`src/hdl/cbf_pkg.sv`:
```
// ----------------------------------------------------------------------------
// cbf_pkg
// Shared types, constants and saturation helpers of the complex weighted
// beamformer.
// ----------------------------------------------------------------------------
package cbf_pkg;

  // Array and number formats
  localparam int MAX_ANTENNAS     = 20;
  localparam int ANT_W            = 5;
  localparam int SAMPLE_BITS      = 16;
  localparam int WEIGHT_FRAC_BITS = 14;
  localparam int ACC_W            = 24;
  localparam int OUT_W            = 16;
  localparam int IQ_W             = 2 * OUT_W;
  localparam int PROD_W           = 2 * SAMPLE_BITS;
  localparam int TERM_W           = PROD_W + 1 - WEIGHT_FRAC_BITS;

  // Configuration register widths
  localparam int MODE_W       = 1;
  localparam int MAIN_COUNT_W = 5;
  localparam int BACK_COUNT_W = 3;
  localparam int CFG_DATA_W   = 5;
  localparam int CFG_IDX_W    = 2;

  // Reset values of the configuration registers
  localparam logic [MAIN_COUNT_W-1:0] MAIN_COUNT_RST = MAIN_COUNT_W'(16);
  localparam logic [BACK_COUNT_W-1:0] BACK_COUNT_RST = BACK_COUNT_W'(4);

  // Unity weight used for unweighted pass-through
  localparam logic signed [SAMPLE_BITS-1:0] WEIGHT_ONE =
    SAMPLE_BITS'(1 << WEIGHT_FRAC_BITS);

  // Decoupling queue between front and back
  localparam int QUEUE_DEPTH = 4;
  localparam int QPTR_W      = $clog2(QUEUE_DEPTH);
  localparam int QCNT_W      = $clog2(QUEUE_DEPTH + 1);

  // Configuration register indexes
  localparam logic [CFG_IDX_W-1:0] CFG_MODE       = CFG_IDX_W'(0);
  localparam logic [CFG_IDX_W-1:0] CFG_MAIN_COUNT = CFG_IDX_W'(1);
  localparam logic [CFG_IDX_W-1:0] CFG_BACK_COUNT = CFG_IDX_W'(2);

  // Mode and command codes
  localparam logic MODE_BYPASS  = 1'b0;
  localparam logic MODE_WEIGHTED = 1'b1;
  localparam logic CMD_SAMPLE   = 1'b0;
  localparam logic CMD_WEIGHT   = 1'b1;

  // Which sum a sample feeds
  typedef enum logic [1:0] {
    SEL_NONE,
    SEL_MAIN,
    SEL_BACK
  } sum_sel_t;

  // One classified sample travelling from front to back
  typedef struct packed {
    sum_sel_t               sel;
    logic                   emit;
    logic                   eob;
    logic [SAMPLE_BITS-1:0] vr;
    logic [SAMPLE_BITS-1:0] vi;
    logic [SAMPLE_BITS-1:0] wr;
    logic [SAMPLE_BITS-1:0] wi;
  } q_entry_t;

  // Saturate a grown accumulator sum back to the accumulator width
  function automatic logic [ACC_W-1:0] sat_acc(input logic [ACC_W:0] s);
    logic [ACC_W-1:0] res;
    if (s[ACC_W] != s[ACC_W-1]) begin
      res = s[ACC_W] ? {1'b1, {(ACC_W-1){1'b0}}} : {1'b0, {(ACC_W-1){1'b1}}};
    end else begin
      res = s[ACC_W-1:0];
    end
    return res;
  endfunction

  // Saturate an accumulator to one half of an output word
  function automatic logic [OUT_W-1:0] sat_out(input logic [ACC_W-1:0] a);
    logic [OUT_W-1:0] res;
    if (!a[ACC_W-1] && (a[ACC_W-2:OUT_W-1] != '0)) begin
      res = {1'b0, {(OUT_W-1){1'b1}}};
    end else if (a[ACC_W-1] && (a[ACC_W-2:OUT_W-1] != '1)) begin
      res = {1'b1, {(OUT_W-1){1'b0}}};
    end else begin
      res = a[OUT_W-1:0];
    end
    return res;
  endfunction

endpackage

```
`src/hdl/cbf_ifs.sv`:
```


interface cbf_out_if import cbf_pkg::*; ();
  logic            valid;
  logic            ready;
  logic [IQ_W-1:0] main_iq;
  logic [IQ_W-1:0] back_iq;
  logic            block_done;

  modport source (
    output valid, main_iq, back_iq, block_done,
    input  ready
  );
  modport sink (
    input  valid, main_iq, back_iq, block_done,
    output ready
  );
endinterface

```
`src/hdl/cbf_back.sv`:
```
// ----------------------------------------------------------------------------
// cbf_back
// Weights samples, accumulates the main and back sums and emits packed
// beams through an output register.
// ----------------------------------------------------------------------------
module cbf_back import cbf_pkg::*; (
  input  logic     clk,
  input  logic     rst_n,
  input  logic     head_valid,
  input  q_entry_t head_entry,
  output logic     pop,
  cbf_out_if.source out_ch
);

  logic                adv;

  // Product stage
  logic                s1_valid_r;
  sum_sel_t            s1_sel_r;
  logic                s1_emit_r;
  logic                s1_eob_r;
  logic [PROD_W-1:0]   p_rr_r, p_ii_r, p_ri_r, p_ir_r;

  // Term stage
  logic                s2_valid_r;
  sum_sel_t            s2_sel_r;
  logic                s2_emit_r;
  logic                s2_eob_r;
  logic [TERM_W-1:0]   t_re_r, t_im_r;
  logic [PROD_W:0]     d_re, d_im;

  // Accumulators and output register
  logic [ACC_W-1:0]    main_re_r, main_im_r, back_re_r, back_im_r;
  logic [ACC_W-1:0]    main_re_nxt, main_im_nxt, back_re_nxt, back_im_nxt;
  logic                out_valid_r;
  logic [IQ_W-1:0]     main_iq_r, back_iq_r;
  logic                block_done_r;

  assign adv = !out_valid_r || out_ch.ready;
  assign pop = adv && head_valid;

  assign out_ch.valid      = out_valid_r;
  assign out_ch.main_iq    = main_iq_r;
  assign out_ch.back_iq    = back_iq_r;
  assign out_ch.block_done = block_done_r;

  // Multiply sample by weight
  always_ff @(posedge clk) begin
    if (!rst_n) begin
      s1_valid_r <= 1'b0;
    end else if (adv) begin
      s1_valid_r <= head_valid;
    end
  end

  always_ff @(posedge clk) begin
    if (adv) begin
      s1_sel_r  <= head_entry.sel;
      s1_emit_r <= head_entry.emit;
      s1_eob_r  <= head_entry.eob;
      p_rr_r    <= $signed(head_entry.vr) * $signed(head_entry.wr);
      p_ii_r    <= $signed(head_entry.vi) * $signed(head_entry.wi);
      p_ri_r    <= $signed(head_entry.vr) * $signed(head_entry.wi);
      p_ir_r    <= $signed(head_entry.vi) * $signed(head_entry.wr);
    end
  end

  // Combine products and drop fraction bits (floor)
  assign d_re = $signed({p_rr_r[PROD_W-1], p_rr_r}) - $signed({p_ii_r[PROD_W-1], p_ii_r});
  assign d_im = $signed({p_ri_r[PROD_W-1], p_ri_r}) + $signed({p_ir_r[PROD_W-1], p_ir_r});

  always_ff @(posedge clk) begin
    if (!rst_n) begin
      s2_valid_r <= 1'b0;
    end else if (adv) begin
      s2_valid_r <= s1_valid_r;
    end
  end

  always_ff @(posedge clk) begin
    if (adv) begin
      s2_sel_r  <= s1_sel_r;
      s2_emit_r <= s1_emit_r;
      s2_eob_r  <= s1_eob_r;
      t_re_r    <= d_re[PROD_W:WEIGHT_FRAC_BITS];
      t_im_r    <= d_im[PROD_W:WEIGHT_FRAC_BITS];
    end
  end

  // Add the term into its sum with saturation
  always_comb begin
    main_re_nxt = main_re_r;
    main_im_nxt = main_im_r;
    back_re_nxt = back_re_r;
    back_im_nxt = back_im_r;
    case (s2_sel_r)
      SEL_MAIN: begin
        main_re_nxt = sat_acc((ACC_W+1)'($signed(main_re_r)) + (ACC_W+1)'($signed(t_re_r)));
        main_im_nxt = sat_acc((ACC_W+1)'($signed(main_im_r)) + (ACC_W+1)'($signed(t_im_r)));
      end
      SEL_BACK: begin
        back_re_nxt = sat_acc((ACC_W+1)'($signed(back_re_r)) + (ACC_W+1)'($signed(t_re_r)));
        back_im_nxt = sat_acc((ACC_W+1)'($signed(back_im_r)) + (ACC_W+1)'($signed(t_im_r)));
      end
      default: ;
    endcase
  end

  // Update sums; on emission load the output register and clear the sums
  always_ff @(posedge clk) begin
    if (!rst_n) begin
      main_re_r   <= '0;
      main_im_r   <= '0;
      back_re_r   <= '0;
      back_im_r   <= '0;
      out_valid_r <= 1'b0;
    end else if (adv) begin
      out_valid_r <= s2_valid_r && s2_emit_r;
      if (s2_valid_r) begin
        if (s2_emit_r) begin
          main_re_r <= '0;
          main_im_r <= '0;
          back_re_r <= '0;
          back_im_r <= '0;
        end else begin
          main_re_r <= main_re_nxt;
          main_im_r <= main_im_nxt;
          back_re_r <= back_re_nxt;
          back_im_r <= back_im_nxt;
        end
      end
    end
  end

  always_ff @(posedge clk) begin
    if (adv && s2_valid_r && s2_emit_r) begin
      main_iq_r    <= {sat_out(main_im_nxt), sat_out(main_re_nxt)};
      back_iq_r    <= {sat_out(back_im_nxt), sat_out(back_re_nxt)};
      block_done_r <= s2_eob_r;
    end
  end

`ifndef SYNTHESIS
  a_sums_cleared: assert property (@(posedge clk) disable iff (!rst_n)
    (adv && s2_valid_r && s2_emit_r) |=>
      (main_re_r == '0) && (main_im_r == '0) && (back_re_r == '0) && (back_im_r == '0))
    else $error("sums not cleared after emission");
`endif

endmodule
```
`src/flat_wrapper.sv`:
```
// flat-port wrapper written by rule: the top's interface ports become plain ports
module cbf_back_flat import cbf_pkg::*;
  (clk, rst_n, head_valid, head_entry, pop, out_ch_valid, out_ch_main_iq, out_ch_back_iq, out_ch_block_done, out_ch_ready);
  cbf_out_if out_ch_i ();
  input  logic clk;
  input  logic rst_n;
  input  logic head_valid;
  input  q_entry_t head_entry;
  output logic pop;
  output wire logic [$bits(out_ch_i.valid)-1:0] out_ch_valid;
  output wire logic [$bits(out_ch_i.main_iq)-1:0] out_ch_main_iq;
  output wire logic [$bits(out_ch_i.back_iq)-1:0] out_ch_back_iq;
  output wire logic [$bits(out_ch_i.block_done)-1:0] out_ch_block_done;
  input wire logic [$bits(out_ch_i.ready)-1:0] out_ch_ready;
  assign out_ch_valid = out_ch_i.valid;
  assign out_ch_main_iq = out_ch_i.main_iq;
  assign out_ch_back_iq = out_ch_i.back_iq;
  assign out_ch_block_done = out_ch_i.block_done;
  assign out_ch_i.ready = out_ch_ready;
  cbf_back u_core (.clk(clk), .rst_n(rst_n), .head_valid(head_valid), .head_entry(head_entry), .pop(pop), .out_ch(out_ch_i));
endmodule
```
`config.mk`:
```
export PLATFORM = sky130hd
export DESIGN_NAME = cbf_back_flat
export DESIGN_NICKNAME = d
export VERILOG_FILES = /design/src/hdl/cbf_pkg.sv /design/src/hdl/cbf_ifs.sv /design/src/hdl/cbf_back.sv /design/src/flat_wrapper.sv
export SDC_FILE = /design/constraint.sdc
export NUM_CORES = 2
export LEC_CHECK = 0
export BUFFER_PORTS_ARGS = -buffer_cell sky130_fd_sc_hd__buf_4
export CAP_MARGIN = 5
export CORE_ASPECT_RATIO = 1.2
export CORE_MARGIN = 4
export CORE_UTILIZATION = 70
export DETAILED_ROUTE_END_ITERATION = 10
export GPL_TIMING_DRIVEN = 0
export PLACE_DENSITY = 0.88
export RECOVER_POWER = 50
export SLEW_MARGIN = 40
export SYNTH_ARGS = -nofsm -noshare
export SYNTH_HDL_FRONTEND = slang
export SYNTH_SLANG_ARGS = --single-unit
```
`constraint.sdc`:
```
create_clock -name clk -period 14.68 [get_ports clk]
set_clock_uncertainty 0.15 [all_clocks]
set_input_delay 2.936 -clock clk [delete_from_list [all_inputs] [get_ports clk]]
set_output_delay 2.936 -clock clk [all_outputs]
set_load 0.02 [all_outputs]
```
==> flow_metrics.env <==
export IMPL_status="complete, but fails checks"
export IMPL_violations="capacitance limit, slew limit"
export IMPL_timing_fmax_mhz=97.3
export IMPL_numCtsBuffers=37
export IMPL_wl_per_cell_um=26.0
export IMPL_startpoint="head_entry[53]"
export IMPL_async_reset_ff_frac=0
export IMPL_holdWs_ns=0.274
export IMPL_max_slew_margin_rel=-0.632
export IMPL_ctsHtreeMaxLevel=2
export IMPL_worstPathRequired_ns=14.85
export IMPL_syn_num_nets=7893
export IMPL_io_buffers=137
export IMPL_antenna_found_initial=26
export IMPL_hold_path_class="reg -> reg"
export IMPL_die_area_mm2=0.0892
export IMPL_grt_pass1_wl_um=299000
export IMPL_track_usage=0.451
export IMPL_setup_viol_count_final=0
export IMPL_drive_gt1_frac=0.0434
export IMPL_dpl_worst_slack_ns=3.86
export IMPL_min_period_ns=10.28
export IMPL_synth_top_cell_by_area="fa_1"
export IMPL_clock_latency_ns=0.58
export IMPL_worst_pin_slew_ns=2.45
export IMPL_rsz0062_at_grt="no"
export IMPL_grt_pass1_vias=51900
export IMPL_viasPerCell=6.31
export IMPL_layout_common_cells="inv_1 (1221), fa_1 (1052), nand2_1 (629)"
export IMPL_report_final_hold_viol_count=0
export IMPL_r2r_start="u_core.out_ch.valid$_SDFFE_PN0N_"
export IMPL_drc=0
export IMPL_cts_hold_buffers=0
export IMPL_post_cts_buffers=0
export IMPL_place_hpwl_um=162000
export IMPL_synth_edf_count=239
export IMPL_final_common_cell="inv_1"
export IMPL_overflow=0
export IMPL_start_util=0.708
export IMPL_fin_crit_sh=0.700
export IMPL_cap_violations=5
export IMPL_drtAntennaViolNets=0
export IMPL_synth_cell_types=88
export IMPL_via_count=48200
export IMPL_dr_first_iter_drc_count=4625
export IMPL_syn_area_per_cell_um2=9.42
export IMPL_fin_util=0.751
export IMPL_synthToLayoutAreaGrowth_pct=6.18
export IMPL_worstSetupPathType="in -> reg"
export IMPL_cts_root_buf="clkbuf_16"
export IMPL_syn_cell_area_mm2=0.0592
export IMPL_die_w_um=273
export IMPL_fillers=5834
export IMPL_clock_path_buffers=3
export IMPL_cts_sink_count=338
export IMPL_seq_area_frac_synth=0.155
export IMPL_ys_ff_latch=338
export IMPL_first_pass_iters=8
export IMPL_slew_viol_final=208
export IMPL_layout_nets=8078
export IMPL_synth_top_area_frac=0.356
export IMPL_clk_pin_slew_worst_paths_ns=0.06
export IMPL_fin_ws_ns=4.40
export IMPL_synth_area_leaders="fa_1 (36%), edfxtp_1 (12%), ha_1 (10%), inv_1 (7.8%), and2_1 (5.8%)"
export IMPL_postSynthCellCount=6283
export IMPL_start_kind="input port"
export IMPL_die_h_um=326
export IMPL_crit_arrival_ns=10.45
export IMPL_worstHoldStart="u_core.s1_eob_r$_DFFE_PN_"
export IMPL_io_pins=139
export IMPL_wirelength_um=199000
export IMPL_yosys_warnings=0
export IMPL_core_area_mm2=0.0836
export IMPL_grt_max_degree=46
export IMPL_path_max_fanout=10
export IMPL_cts_tree="built"
export IMPL_fin_setup_tns_ns=0
export IMPL_cts_resized=0
export IMPL_ys_flop_type="edfxtp_1"
export IMPL_gp_congestion=1.03
export IMPL_rows=116
export IMPL_cp_end_kind="register"
## cells in the mapped netlist, drive strengths merged (20+ instances only)
cell	n
o21bai	47
a21oi	269
and3	27
nor4	21
nand2	630
ha	486
a22oi	31
buf	28
o21ai	152
clkbuf	254
nand3	52
a21boi	20
nor2b	67
edfxtp	239
o21a	57
xor2	61
nand2b	33
o211ai	30
nor3	40
a31oi	42
a211oi	36
xnor2	177
a21o	110
nor2	197
and2	553
inv	1222
fa	1052
dfxtp	99
## layer usage
| metal | global-route usage | up-vias | wire length (µm) |
|---|---|---|---|
| met1 | 0.485 | 23700 | 63400 |
| met5 | 0 | - | 108 |
| li1 | - | 20200 | - |
| met2 | 0.744 | 3070 | 93300 |
| met3 | 0.114 | 1201 | 19800 |
| met4 | 0.382 | 16 | 22200 |
## state kept, by name, indices dropped and copies added, names as in the netlist, 2 cells and up
| signal | cells |
|---|---|
| u_core.p_rr_r | 32 |
| u_core.p_ir_r | 32 |
| u_core.p_ii_r | 32 |
| u_core.main_re_r | 24 |
| u_core.back_re_r | 24 |
| u_core.s1_sel_r | 2 |
| u_core.main_im_r | 24 |
| u_core.t_im_r | 19 |
| u_core.out_ch.main_iq | 32 |
| u_core.p_ri_r | 32 |
| u_core.back_im_r | 24 |
| u_core.out_ch.back_iq | 32 |
| u_core.s2_sel_r | 2 |
| u_core.t_re_r | 19 |
## stage by stage
stage          cell area [µm²]  std cells
2_1_floorplan            59200       6283
3_3_place_gp             61600       7541
3_5_place_dp             61800       7550
4_1_cts                  63000       7616
5_1_grt                  62800       7617
6_report                 62800       7638
## layout make-up
class | count | area (µm²) | share of cell area
inverter | 1222 | 4590 | 0.0730
sequential | 338 | 9160 | 0.146
clock inverter | 22 | 218 | 0.00347
clock buffer | 44 | 972 | 0.0155
buffer | 282 | 1180 | 0.0189
tap | 1121 | 1400 | 0.0223
multi-input combinational | 4441 | 44400 | 0.706
timing repair buffer | 146 | 857 | 0.0136
antenna | 22 | 55.1 | 0.000876
## worst max-delay path: stages
cell      delay [ns]
buf_4           0.13
clkbuf_1        0.73
and2_1          0.26
fa_1            0.41
inv_1           0.08
fa_1            0.45
fa_1            0.51
fa_1            0.56
inv_1           0.06
fa_1            0.49
fa_1            0.42
ha_1            0.35
a21o_1          0.19
a21o_1          0.18
a21oi_1         0.32
o311ai_0        0.32
a21boi_1        0.72
nor3b_1         0.28
a2111o_1        0.50
a41oi_1         0.29
o21bai_1        0.12
xnor2_1         0.13
## logic make-up (layout without fill, tap and decap cells)
family,Yosys count,after routing,synth area share
AOI/OAI and AO/OA,945,945,0.106
xor gates and xnor gates,238,238,0.0352
adders and majority gates,1556,1556,0.462
buffers and inverters,1504,1716,0.0963
DFF,338,338,0.155
muxes,14,14,0.00264
other,0,22,0
and+or+nand+nor,1688,1688,0.143
## final timing paths
| kind | cells after the start | slack [ns] | endpoint |
|---|---|---|---|
| worst max-delay path | 22 | 4.40 | u_core.p_ri_r[30]$_DFFE_PN_ |
| worst max register to register | 5 | 8.04 | u_core.p_ii_r[2]$_DFFE_PN_ |
| worst min-delay path | 0 | 0.27 | u_core.s2_eob_r$_DFFE_PN_ |
| worst min register to register | 0 | 0.27 | u_core.s2_eob_r$_DFFE_PN_ |
Power is left out: the tool's default activity adds up to more than one toggle a clock period on the data nets, which glitch-free logic cannot reach.
