===== config.mk =====
export PLATFORM = sky130hd
export DESIGN_NAME = cbf_front_flat
export DESIGN_NICKNAME = d
export VERILOG_FILES = /design/src/hdl/cbf_pkg.sv /design/src/hdl/cbf_ifs.sv /design/src/hdl/cbf_front.sv /design/src/flat_wrapper.sv
export SDC_FILE = /design/constraint.sdc
export NUM_CORES = 1
export LEC_CHECK = 0
export BUFFER_PORTS_ARGS = -buffer_cell sky130_fd_sc_hd__buf_2
export CELL_PAD_IN_SITES_DETAIL_PLACEMENT = 1
export CELL_PAD_IN_SITES_GLOBAL_PLACEMENT = 2
export CORE_AREA = 2 2 307 218
export CTS_CLUSTER_DIAMETER = 80
export DETAILED_ROUTE_END_ITERATION = 8
export DIE_AREA = 0 0 309 220
export HOLD_SLACK_MARGIN = 0.15
export PLACE_DENSITY = 0.91
export SLEW_MARGIN = 30
export SYNTH_ARGS = -nofsm -noshare
export SYNTH_HDL_FRONTEND = slang
export SYNTH_SLANG_ARGS = --single-unit

===== constraint.sdc =====
create_clock -name clk -period 7.7 [get_ports clk]
set_input_delay 1.155 -clock clk [delete_from_list [all_inputs] [get_ports clk]]
set_output_delay 1.155 -clock clk [all_outputs]
set_load 0.02 [all_outputs]

===== src/hdl/cbf_pkg.sv =====
// ----------------------------------------------------------------------------
// cbf_pkg
// Shared types, constants and saturation helpers of the complex weighted
// beamformer.
// ----------------------------------------------------------------------------
package cbf_pkg;

  // Array and number formats
  localparam int MAX_ANTENNAS     = 20;
  localparam int ANT_W            = 5;
  localparam int SAMPLE_BITS      = 16;
  localparam int WEIGHT_FRAC_BITS = 14;
  localparam int ACC_W            = 24;
  localparam int OUT_W            = 16;
  localparam int IQ_W             = 2 * OUT_W;
  localparam int PROD_W           = 2 * SAMPLE_BITS;
  localparam int TERM_W           = PROD_W + 1 - WEIGHT_FRAC_BITS;

  // Configuration register widths
  localparam int MODE_W       = 1;
  localparam int MAIN_COUNT_W = 5;
  localparam int BACK_COUNT_W = 3;
  localparam int CFG_DATA_W   = 5;
  localparam int CFG_IDX_W    = 2;

  // Reset values of the configuration registers
  localparam logic [MAIN_COUNT_W-1:0] MAIN_COUNT_RST = MAIN_COUNT_W'(16);
  localparam logic [BACK_COUNT_W-1:0] BACK_COUNT_RST = BACK_COUNT_W'(4);

  // Unity weight used for unweighted pass-through
  localparam logic signed [SAMPLE_BITS-1:0] WEIGHT_ONE =
    SAMPLE_BITS'(1 << WEIGHT_FRAC_BITS);

  // Decoupling queue between front and back
  localparam int QUEUE_DEPTH = 4;
  localparam int QPTR_W      = $clog2(QUEUE_DEPTH);
  localparam int QCNT_W      = $clog2(QUEUE_DEPTH + 1);

  // Configuration register indexes
  localparam logic [CFG_IDX_W-1:0] CFG_MODE       = CFG_IDX_W'(0);
  localparam logic [CFG_IDX_W-1:0] CFG_MAIN_COUNT = CFG_IDX_W'(1);
  localparam logic [CFG_IDX_W-1:0] CFG_BACK_COUNT = CFG_IDX_W'(2);

  // Mode and command codes
  localparam logic MODE_BYPASS  = 1'b0;
  localparam logic MODE_WEIGHTED = 1'b1;
  localparam logic CMD_SAMPLE   = 1'b0;
  localparam logic CMD_WEIGHT   = 1'b1;

  // Which sum a sample feeds
  typedef enum logic [1:0] {
    SEL_NONE,
    SEL_MAIN,
    SEL_BACK
  } sum_sel_t;

  // One classified sample travelling from front to back
  typedef struct packed {
    sum_sel_t               sel;
    logic                   emit;
    logic                   eob;
    logic [SAMPLE_BITS-1:0] vr;
    logic [SAMPLE_BITS-1:0] vi;
    logic [SAMPLE_BITS-1:0] wr;
    logic [SAMPLE_BITS-1:0] wi;
  } q_entry_t;

  // Saturate a grown accumulator sum back to the accumulator width
  function automatic logic [ACC_W-1:0] sat_acc(input logic [ACC_W:0] s);
    logic [ACC_W-1:0] res;
    if (s[ACC_W] != s[ACC_W-1]) begin
      res = s[ACC_W] ? {1'b1, {(ACC_W-1){1'b0}}} : {1'b0, {(ACC_W-1){1'b1}}};
    end else begin
      res = s[ACC_W-1:0];
    end
    return res;
  endfunction

  // Saturate an accumulator to one half of an output word
  function automatic logic [OUT_W-1:0] sat_out(input logic [ACC_W-1:0] a);
    logic [OUT_W-1:0] res;
    if (!a[ACC_W-1] && (a[ACC_W-2:OUT_W-1] != '0)) begin
      res = {1'b0, {(OUT_W-1){1'b1}}};
    end else if (a[ACC_W-1] && (a[ACC_W-2:OUT_W-1] != '1)) begin
      res = {1'b1, {(OUT_W-1){1'b0}}};
    end else begin
      res = a[OUT_W-1:0];
    end
    return res;
  endfunction

endpackage


===== src/hdl/cbf_ifs.sv =====
// ----------------------------------------------------------------------------
// cbf_in_if / cbf_out_if
// Valid/ready channels of the beamformer: input items and result items.
// ----------------------------------------------------------------------------
interface cbf_in_if import cbf_pkg::*; ();
  logic                          valid;
  logic                          ready;
  logic                          cmd;
  logic [ANT_W-1:0]              antenna;
  logic signed [SAMPLE_BITS-1:0] value_re;
  logic signed [SAMPLE_BITS-1:0] value_im;
  logic                          last_antenna;
  logic                          end_of_block;

  modport source (
    output valid, cmd, antenna, value_re, value_im, last_antenna, end_of_block,
    input  ready
  );
  modport sink (
    input  valid, cmd, antenna, value_re, value_im, last_antenna, end_of_block,
    output ready
  );
endinterface



===== src/hdl/cbf_front.sv =====
// ----------------------------------------------------------------------------
// cbf_front
// Accepts input items, holds configuration and the weight table, stores
// weight loads and turns each sample into a classified queue entry.
// ----------------------------------------------------------------------------
module cbf_front import cbf_pkg::*; (
  input  logic                  clk,
  input  logic                  rst_n,
  input  logic                  cfg_we,
  input  logic [CFG_IDX_W-1:0]  cfg_index,
  input  logic [CFG_DATA_W-1:0] cfg_wdata,
  cbf_in_if.sink                in_ch,
  input  logic                  q_full,
  output logic                  push_valid,
  output q_entry_t              push_entry
);

  logic                    mode_r;
  logic [MAIN_COUNT_W-1:0] main_count_r;
  logic [BACK_COUNT_W-1:0] back_count_r;
  logic [SAMPLE_BITS-1:0]  wt_re_r [MAX_ANTENNAS];
  logic [SAMPLE_BITS-1:0]  wt_im_r [MAX_ANTENNAS];

  logic                    accept;
  logic                    ant_ok;
  logic [MAIN_COUNT_W:0]   back_limit;

  assign in_ch.ready = !q_full;
  assign accept      = in_ch.valid && in_ch.ready;
  assign ant_ok      = in_ch.antenna < ANT_W'(MAX_ANTENNAS);
  assign back_limit  = {1'b0, main_count_r} +
                       (MAIN_COUNT_W + 1)'(back_count_r);

  // Configuration writes
  always_ff @(posedge clk) begin
    if (!rst_n) begin
      mode_r       <= MODE_BYPASS;
      main_count_r <= MAIN_COUNT_RST;
      back_count_r <= BACK_COUNT_RST;
    end else if (cfg_we) begin
      unique case (cfg_index)
        CFG_MODE:       mode_r       <= cfg_wdata[0];
        CFG_MAIN_COUNT: main_count_r <= cfg_wdata[MAIN_COUNT_W-1:0];
        CFG_BACK_COUNT: back_count_r <= cfg_wdata[BACK_COUNT_W-1:0];
        default: ;
      endcase
    end
  end

  // Store weight loads; clear the table on reset
  always_ff @(posedge clk) begin
    if (!rst_n) begin
      for (int i = 0; i < MAX_ANTENNAS; i++) begin
        wt_re_r[i] <= '0;
        wt_im_r[i] <= '0;
      end
    end else if (accept && (in_ch.cmd == CMD_WEIGHT) && ant_ok) begin
      wt_re_r[in_ch.antenna] <= in_ch.value_re;
      wt_im_r[in_ch.antenna] <= in_ch.value_im;
    end
  end

  // Classify samples and look up their weight
  always_comb begin
    push_valid      = accept && (in_ch.cmd == CMD_SAMPLE);
    push_entry.emit = in_ch.last_antenna || in_ch.end_of_block;
    push_entry.eob  = in_ch.end_of_block;
    push_entry.vr   = in_ch.value_re;
    push_entry.vi   = in_ch.value_im;
    push_entry.wr   = WEIGHT_ONE;
    push_entry.wi   = '0;
    push_entry.sel  = SEL_NONE;
    if (mode_r == MODE_BYPASS) begin
      if (in_ch.antenna == ANT_W'(0)) begin
        push_entry.sel = SEL_MAIN;
      end else if (in_ch.antenna == ANT_W'(1)) begin
        push_entry.sel = SEL_BACK;
      end
    end else if (ant_ok) begin
      push_entry.wr = wt_re_r[in_ch.antenna];
      push_entry.wi = wt_im_r[in_ch.antenna];
      if (in_ch.antenna < main_count_r) begin
        push_entry.sel = SEL_MAIN;
      end else if ({1'b0, in_ch.antenna} < back_limit) begin
        push_entry.sel = SEL_BACK;
      end
    end
  end

`ifndef SYNTHESIS
  a_weight_no_push: assert property (@(posedge clk) disable iff (!rst_n)
    (in_ch.valid && in_ch.ready && (in_ch.cmd == CMD_WEIGHT)) |-> !push_valid)
    else $error("weight load produced a queue entry");
`endif

endmodule


===== src/flat_wrapper.sv =====
// flat-port wrapper written by rule: the top's interface ports become plain ports
module cbf_front_flat import cbf_pkg::*;
  (clk, rst_n, cfg_we, cfg_index, cfg_wdata, q_full, push_valid, push_entry, in_ch_valid, in_ch_cmd, in_ch_antenna, in_ch_value_re, in_ch_value_im, in_ch_last_antenna, in_ch_end_of_block, in_ch_ready);
  cbf_in_if in_ch_i ();
  input  logic clk;
  input  logic rst_n;
  input  logic cfg_we;
  input  logic [CFG_IDX_W-1:0] cfg_index;
  input  logic [CFG_DATA_W-1:0] cfg_wdata;
  input  logic q_full;
  output logic push_valid;
  output q_entry_t push_entry;
  input wire logic [$bits(in_ch_i.valid)-1:0] in_ch_valid;
  input wire logic [$bits(in_ch_i.cmd)-1:0] in_ch_cmd;
  input wire logic [$bits(in_ch_i.antenna)-1:0] in_ch_antenna;
  input wire logic [$bits(in_ch_i.value_re)-1:0] in_ch_value_re;
  input wire logic [$bits(in_ch_i.value_im)-1:0] in_ch_value_im;
  input wire logic [$bits(in_ch_i.last_antenna)-1:0] in_ch_last_antenna;
  input wire logic [$bits(in_ch_i.end_of_block)-1:0] in_ch_end_of_block;
  output wire logic [$bits(in_ch_i.ready)-1:0] in_ch_ready;
  assign in_ch_i.valid = in_ch_valid;
  assign in_ch_i.cmd = in_ch_cmd;
  assign in_ch_i.antenna = in_ch_antenna;
  assign in_ch_i.value_re = in_ch_value_re;
  assign in_ch_i.value_im = in_ch_value_im;
  assign in_ch_i.last_antenna = in_ch_last_antenna;
  assign in_ch_i.end_of_block = in_ch_end_of_block;
  assign in_ch_ready = in_ch_i.ready;
  cbf_front u_core (.clk(clk), .rst_n(rst_n), .cfg_we(cfg_we), .cfg_index(cfg_index), .cfg_wdata(cfg_wdata), .in_ch(in_ch_i), .q_full(q_full), .push_valid(push_valid), .push_entry(push_entry));
endmodule

==> reports/metrics.csv, run 1 <==
stage,metric,value,unit
timing,hold_violations,0,
yosys,synth.yosys.warnings,0,
yosys,netlist_area,30250,µm²
detailed_routing,via_per_inst,6.162,
power_and_ir_drop,ir_drop,0.1774,mV
critical_path,startpoint_type,input pin,
detailed_routing,antenna_left,0,
critical_path,criticalPathCategory,in -> out,
final_layout,antenna_cells,0,
clock_tree,hold_buffers,0,
timing,fin_ws,2.485,ns
critical_path,crit_chain,buf_2 > a21bo_2 > nor2_1 > and2_1 > a22oi_1 > o21ai_0 > buf_2,
timing,fin_crit,5.215,ns
yosys,async_reset_ff_share,0,%
critical_path,rrSetupSlack,6.89,ns
yosys,synth_edf_count,640,
outcome,status,"complete, no violations",
flow_run,drv_cap,0,
yosys,synth.distinct_cells,54,
min_path,whs_path_depth,2,
clock_tree,cts_buffer_depth,3,
yosys,avgSynthCellArea,14.61,µm²
placed_design,portBuffers,121,
detailed_routing,wirelength,94720,µm
clock_tree,clock_sinks,649,
yosys,synthFlopType,edfxtp_1,
clock_tree,postCtsSetupBuffers,0,
clock_tree,clock-root-buffer,clkbuf_16,
min_path,min_to,u_core.back_count_r[2],
die,start_util,46.24,%
min_path,hold_path_class,reg -> reg,
detailed_routing,via_count,18758,
placed_design,pre_cts_slack,2.511,ns
clock_tree,cts_tree,done,
clock_tree,cts_buffers,68,
critical_path,critPathMaxFanout,27,
detailed_routing,drtPass1Iterations,5,
final_layout,drive_gt1_share,19.65,%
final_layout,area_delta_synth_final,11.41,%
placed_design,dp_hpwl,55570,µm
global_route,antenna_found_initial,6,
min_path,hp-start,u_core.back_count_r[2],
final_layout,final_cells,3044,
critical_path,cp.required,6.55,ns
clock_tree,cts_max_level,3,
global_route,grt_pass1_wl,135600,µm
final_layout,fin_util,51.51,%
yosys,ys_ff_latch,649,
critical_path,reg2reg_depth,4,
timing,skew,0,ns
global_route,grt_pass1_vias,18929,
power_and_ir_drop,p_leak,0.01203,µW
yosys,syn_inst,2071,
clock_tree,cts_resized,0,
die,die_h,220,µm
timing,worst-slew-pin-transition,1.029,ns
global_route,grt_usage,28.11,%
detailed_routing,wl_per_cell,31.12,µm
detailed_routing,drc,0,
power_and_ir_drop,power.density,230.5,nW/µm²
critical_path,cp-end-kind,output pin,
global_route,grt_max_degree,64,
critical_path,slowest_delay,0.67,ns
die,dieArea,67980,µm²
critical_path,arrival,4.06,ns
critical_path,crit_top_cell,buf_2,
power_and_ir_drop,total_power,7769,µW
timing,finalSetupTns,0,ns
placed_design,globalplace.congestion,0.8630,
final_layout,fillers,6326,
timing,max_freq,191.7,MHz
yosys,yosysSeqAreaShare,64.12,%
timing,finalCritPeriodShare,67.73,%
timing,slew_viol_final,0,
final_layout,fin_nets,2164,
detailed_routing,first_iter_violations,2725,
placed_design,placed_cells,2920,
die,core_area,65440,µm²
critical_path,rr_startpoint,u_core.main_count_r[4],
die,rows,79,
die,die_x,309,µm
timing,setup_viol,0,
global_route,grt_overflow,0,
timing,grt_setup_unrepaired,false,
clock_tree,cts.clk_slew.worst_paths,0.06,ns
clock_tree,worstSkewPairLatency,0.60,ns
critical_path,worst_path_max_delay_cell,a21bo_2,
timing,relSlewSlack,31.37,%
yosys,syn_nets,2135,
die,io_pins,122,
critical_path,reg2reg_to,u_core.main_count_r[4],
## area by class of cell
type	instances	area, µm²	share of cell area (%)
inverters	9	33.78	0.1002
clock inverters	32	175.2	0.5197
well taps	891	1115	3.307
flip-flops and latches	649	19400	57.55
clock buffers	91	1852	5.494
multi-input cells	1196	9950	29.52
repair buffers	176	1184	3.512
## worst max-delay path: cells and delay by family
kind	cells	cell delay (ns)
AO/OA/AOI/OAI	3	1.37
buffers and inverters	2	0.83
AND/OR/NAND/NOR	2	0.66
## flip-flops by register name, summed over array words and instances (netlist names)
name,count
u_core.wt_im_r,320
u_core.mode_r,1
u_core.main_count_r,5
u_core.wt_re_r,320
u_core.back_count_r,3
## placed cells by master, fill, tap and decap left out, types with 7 or more instances in the layout
cell / instances
o21ai_4: 12
nor3_1: 10
ha_1: 11
o22ai_1: 29
buf_2: 118
o21ai_0: 9
buf_4: 47
inv_1: 9
o211ai_1: 14
clkinv_1: 17
nor2b_1: 24
nand3_1: 7
nand2_1: 43
nor2_4: 8
and2_1: 644
nor2_2: 9
edfxtp_1: 640
nor3_4: 7
dfxtp_1: 9
mux4_2: 104
nand2b_2: 9
mux2i_1: 133
a211oi_1: 10
clkbuf_16: 71
a22oi_1: 29
nand4_1: 8
clkinv_2: 9
a21oi_1: 30
clkbuf_1: 20
## through the flow
step / instance area, µm² / hold WS, ns
CTS: 33670 / 0.5037
global route: 33710 / 0.5459
detailed placement: 31640 / 0.4887
finish: 33710 / 0.4985
floorplan: 30250 / 0.4514
global placement: 31470 / 0.4845
## metal layers
metal  vias up  global-route usage (%)  wire [µm]
met5         -                       0          0
met4         0                   8.997       2927
met3       203                   6.020       9816
met2      1111                   43.61      43510
met1      9883                   39.73      38470
li1       7561                       -          -
## cells by family after synthesis
logic type,synth area share (%)
mux,12.18
buf+inv,3.817
compound gates,3.168
simple gates,16.11
flops,64.12
fa+ha+maj,0.5211
xor+xnor,0.08686
## power breakdown
group / internal [µW] / leakage, µW / switching, µW
clock: 1700 / 0.000988 / 1400
sequential: 4050 / 0.00615 / 56.1
combinational: 187 / 0.00489 / 378
total: 5930 / 0.0120 / 1830
## worst max path at each step
stage	end	cells past startpoint	slack [ns]	start
finish	push_entry[6]	7	2.48	in_ch_antenna[4]
global route	push_entry[26]	7	2.34	in_ch_antenna[0]
CTS	push_entry[26]	7	2.51	in_ch_antenna[2]
detailed placement	push_entry[26]	7	2.51	in_ch_antenna[2]
global placement	push_entry[12]	6	2.47	in_ch_antenna[4]
floorplan	u_core.wt_im_r[10][0]	4	3.12	q_full
## Yosys cell counts, drive strengths merged (2+ instances only)
| cell | instances | share of area [%] |
|---|---|---|
| o22ai | 29 | 0.60 |
| inv | 9 | 0.11 |
| and2 | 644 | 13 |
| a21oi | 31 | 0.53 |
| nor2b | 25 | 0.52 |
| ha | 11 | 0.45 |
| clkbuf | 116 | 1.5 |
| or2 | 3 | 0.062 |
| nor3 | 17 | 0.42 |
| a211oi | 10 | 0.25 |
| nand2b | 12 | 0.26 |
| buf | 101 | 2.2 |
| mux2i | 133 | 4.4 |
| o31ai | 2 | 0.050 |
| edfxtp | 640 | 64 |
| nand2 | 45 | 0.57 |
| a22oi | 29 | 0.72 |
| mux4 | 104 | 7.7 |
| dfxtp | 9 | 0.60 |
| and3 | 3 | 0.062 |
| o21ai | 21 | 0.35 |
| o211ai | 14 | 0.35 |
| nor2 | 23 | 0.38 |
| nand3 | 8 | 0.15 |
| a22o | 4 | 0.12 |
| nand4 | 8 | 0.17 |
| xnor2 | 2 | 0.058 |
| nand3b | 4 | 0.099 |
Power figures use the tool's default switching activity.
==> run 2: changes to the inputs <==
--- a/config.mk
+++ b/config.mk
@@ -8,12 +8,12 @@
 export BUFFER_PORTS_ARGS = -buffer_cell sky130_fd_sc_hd__buf_2
 export CELL_PAD_IN_SITES_DETAIL_PLACEMENT = 1
 export CELL_PAD_IN_SITES_GLOBAL_PLACEMENT = 2
-export CORE_AREA = 2 2 307 218
+export CORE_AREA = 2 2 336 239
 export CTS_CLUSTER_DIAMETER = 80
 export DETAILED_ROUTE_END_ITERATION = 8
-export DIE_AREA = 0 0 309 220
+export DIE_AREA = 0 0 338 241
 export HOLD_SLACK_MARGIN = 0.15
-export PLACE_DENSITY = 0.91
+export PLACE_DENSITY = 0.81
 export SLEW_MARGIN = 30
 export SYNTH_ARGS = -nofsm -noshare
 export SYNTH_HDL_FRONTEND = slang
==> constraint.sdc (replaced) <==
create_clock -name clk -period 4.5 [get_ports clk]
set_input_delay 0.675 -clock clk [delete_from_list [all_inputs] [get_ports clk]]
set_output_delay 0.675 -clock clk [all_outputs]
set_load 0.02 [all_outputs]
==> run 2 against run 1 <==
  * Power up 75%
  * Critical path type is now reg -> out
  * Highest routed layer unchanged
  * Combinational power is 81% higher
  * Sequential power rose by 71%
  * Wire length is 1.5% higher
  * Critical endpoint is now push_entry[67]
==> reports/metrics.csv, run 2 (synthesis gave the netlist of run 1 again) <==
stage,metric,value,unit,change
clock_tree,clock_sinks,649,,unchanged
critical_path,rr_startpoint,u_core.main_count_r[4],,
min_path,hp-start,cfg_wdata[2],,
power_and_ir_drop,power.density,395.6,nW/µm²,+72%
detailed_routing,dr_wl_met3,8062,µm,-18%
timing,slew_viol_final,0,,unchanged
detailed_routing,first_iter_violations,2338,,-14%
flow_run,drv_cap,0,,unchanged
detailed_routing,via_count,18423,,-1.8%
critical_path,startpoint_type,flip-flop,,
timing,hold_violations,0,,unchanged
power_and_ir_drop,ir_drop,0.2356,mV,+33%
global_route,grt_overflow,0,,unchanged
outcome,status,"complete, no violations",,
clock_tree,cts_resized,0,,unchanged
critical_path,arrival,3.32,ns,-0.74 ns
die,core_area,78010,µm²,+19%
die,die_h,241,µm,+9.5%
placed_design,portBuffers,121,,unchanged
global_route,grt_pass1_vias,18766,,-0.86%
placed_design,pre_cts_slack,0.6416,ns,-1.870 ns
timing,fin_crit,3.999,ns,
timing,setup_viol,0,,unchanged
global_route,grt_max_degree,73,,+14%
final_layout,fin_nets,2188,,+1.1%
final_layout,area_delta_synth_final,13.75,%,
global_route,antenna_found_initial,5,,-1
clock_tree,worstSkewPairLatency,0.61,ns,about the same
timing,finalCritPeriodShare,88.86,%,
die,start_util,38.78,%,-7.5 points
critical_path,reg2reg_to,u_core.main_count_r[4],,
detailed_routing,wirelength,96170,µm,+1.5%
min_path,hold_path_class,in -> reg,,
global_route,grt_pass1_wl,138000,µm,+1.8%
critical_path,cp-end-kind,output pin,,
power_and_ir_drop,p_leak,0.01228,µW,+2.1%
clock_tree,cts_max_level,3,,unchanged
detailed_routing,wl_met1,42350,µm,+10%
detailed_routing,top_layer,met4,,
final_layout,layout_commonest_cell,and2_1,,
min_path,whs_path_depth,3,,+1
clock_tree,cts_buffers,68,,unchanged
timing,fin_ws,0.5014,ns,-1.983 ns
clock_tree,cts_tree,done,,
clock_tree,postCtsSetupBuffers,0,,unchanged
global_route,grt_usage,23.79,%,-4.3 points
die,rows,86,,+8.9%
detailed_routing,via_per_inst,5.690,,-7.7%
clock_tree,cts.clk_slew.worst_paths,0.06,ns,about the same
critical_path,cp.required,3.83,ns,-2.72 ns
clock_tree,clock-root-buffer,clkbuf_16,,
timing,finalSetupTns,0,ns,unchanged
timing,worst-slew-pin-transition,1.037,ns,+0.007530 ns
placed_design,globalplace.congestion,0.8324,,-3.5%
power_and_ir_drop,total_power,13610,µW,+75%
die,die_x,338,µm,+9.4%
die,io_pins,122,,unchanged
clock_tree,hold_buffers,0,,unchanged
timing,relSlewSlack,30.73,%,-0.64 points
timing,grt_setup_unrepaired,false,,
critical_path,rrSetupSlack,3.70,ns,-3.19 ns
detailed_routing,wl_met2,43240,µm,-0.63%
final_layout,mostFrequentLayoutCells,"and2_1 (644), edfxtp_1 (640), mux2i_1 (133)",,
detailed_routing,drc,0,,unchanged
detailed_routing,drtPass1Iterations,5,,unchanged
critical_path,critPathMaxFanout,3,,-89%
detailed_routing,wl_per_cell,29.70,µm,-4.6%
detailed_routing,antenna_left,0,,unchanged
placed_design,dp_hpwl,59290,µm,+6.7%
final_layout,drive_gt1_share,20.95,%,+1.3 points
timing,skew,0,ns,unchanged
timing,hold-worst-slack,0.3059,ns,-0.1926 ns
timing,max_freq,250.1,MHz,
critical_path,reg2reg_depth,4,,unchanged
critical_path,criticalPathCategory,reg -> out,,
final_layout,reg.largest.list,"u_core.wt_im_r (320), u_core.wt_re_r (320), u_core.main_count_r (5)",,
die,dieArea,81460,µm²,+20%
clock_tree,cts_buffer_depth,3,,unchanged
min_path,min_to,u_core.back_count_r[2],,
run 2: worst max-delay path, cell delays in order, from the launching register on:
cell     delay (ns)
dfxtp_1        0.37
ha_1           0.20
inv_1          0.06
fa_1           0.40
nor2b_1        0.17
o21ai_0        0.12
xnor2_1        0.15
ha_1           0.27
o21ai_0        0.07
nor3_1         0.06
o32a_1         0.29
o31ai_1        0.31
buf_2          0.24
run 2: per-stage QoR:
stage | std cells | utilization (%) | instance area [µm²]
after floorplan | 2071 | - | 30250
after global placement | 3103 | 41.14 | 32090
after detailed placement | 3110 | 41.36 | 32260
after CTS | 3233 | 44.10 | 34400
after global routing | 3233 | 44.10 | 34400
final | 3238 | 44.11 | 34410
run 2: power by group:
group	leakage, µW	switching [µW]	internal [µW]
clock network	0.00106	2430	3140
registers	0.00615	92.1	6930
logic	0.00507	670	348
total	0.0123	3200	10400
run 2: how the worst max path moves through the flow:
stage / from / to / slack, ns
after floorplan: q_full / u_core.wt_im_r[10][0] / 0.40
after global placement: in_ch_antenna[2] / push_entry[3] / 0.69
after detailed placement: in_ch_antenna[2] / push_entry[3] / 0.64
after CTS: u_core.main_count_r[0] / push_entry[67] / 0.49
after global routing: u_core.main_count_r[0] / push_entry[67] / 0.28
final: u_core.main_count_r[0] / push_entry[67] / 0.50
run 2: final cells by class:
cell class / instances / area (µm²)
antenna: 5 / 12.51
clock buffer: 80 / 1789
timing repair buffer: 200 / 1570
clock inverter: 43 / 347.8
tap: 1056 / 1321
sequential: 649 / 19400
multi-input combinational: 1196 / 9941
fill: 7705 / 43600
inverter: 9 / 33.78
run 2: layer usage:
| metal | up-vias | global-route usage (%) |
|---|---|---|
| met4 | 0 | 6.774 |
| met5 | - | 0 |
| li1 | 7608 | - |
| met2 | 884 | 36.21 |
| met1 | 9778 | 35.16 |
| met3 | 153 | 3.905 |
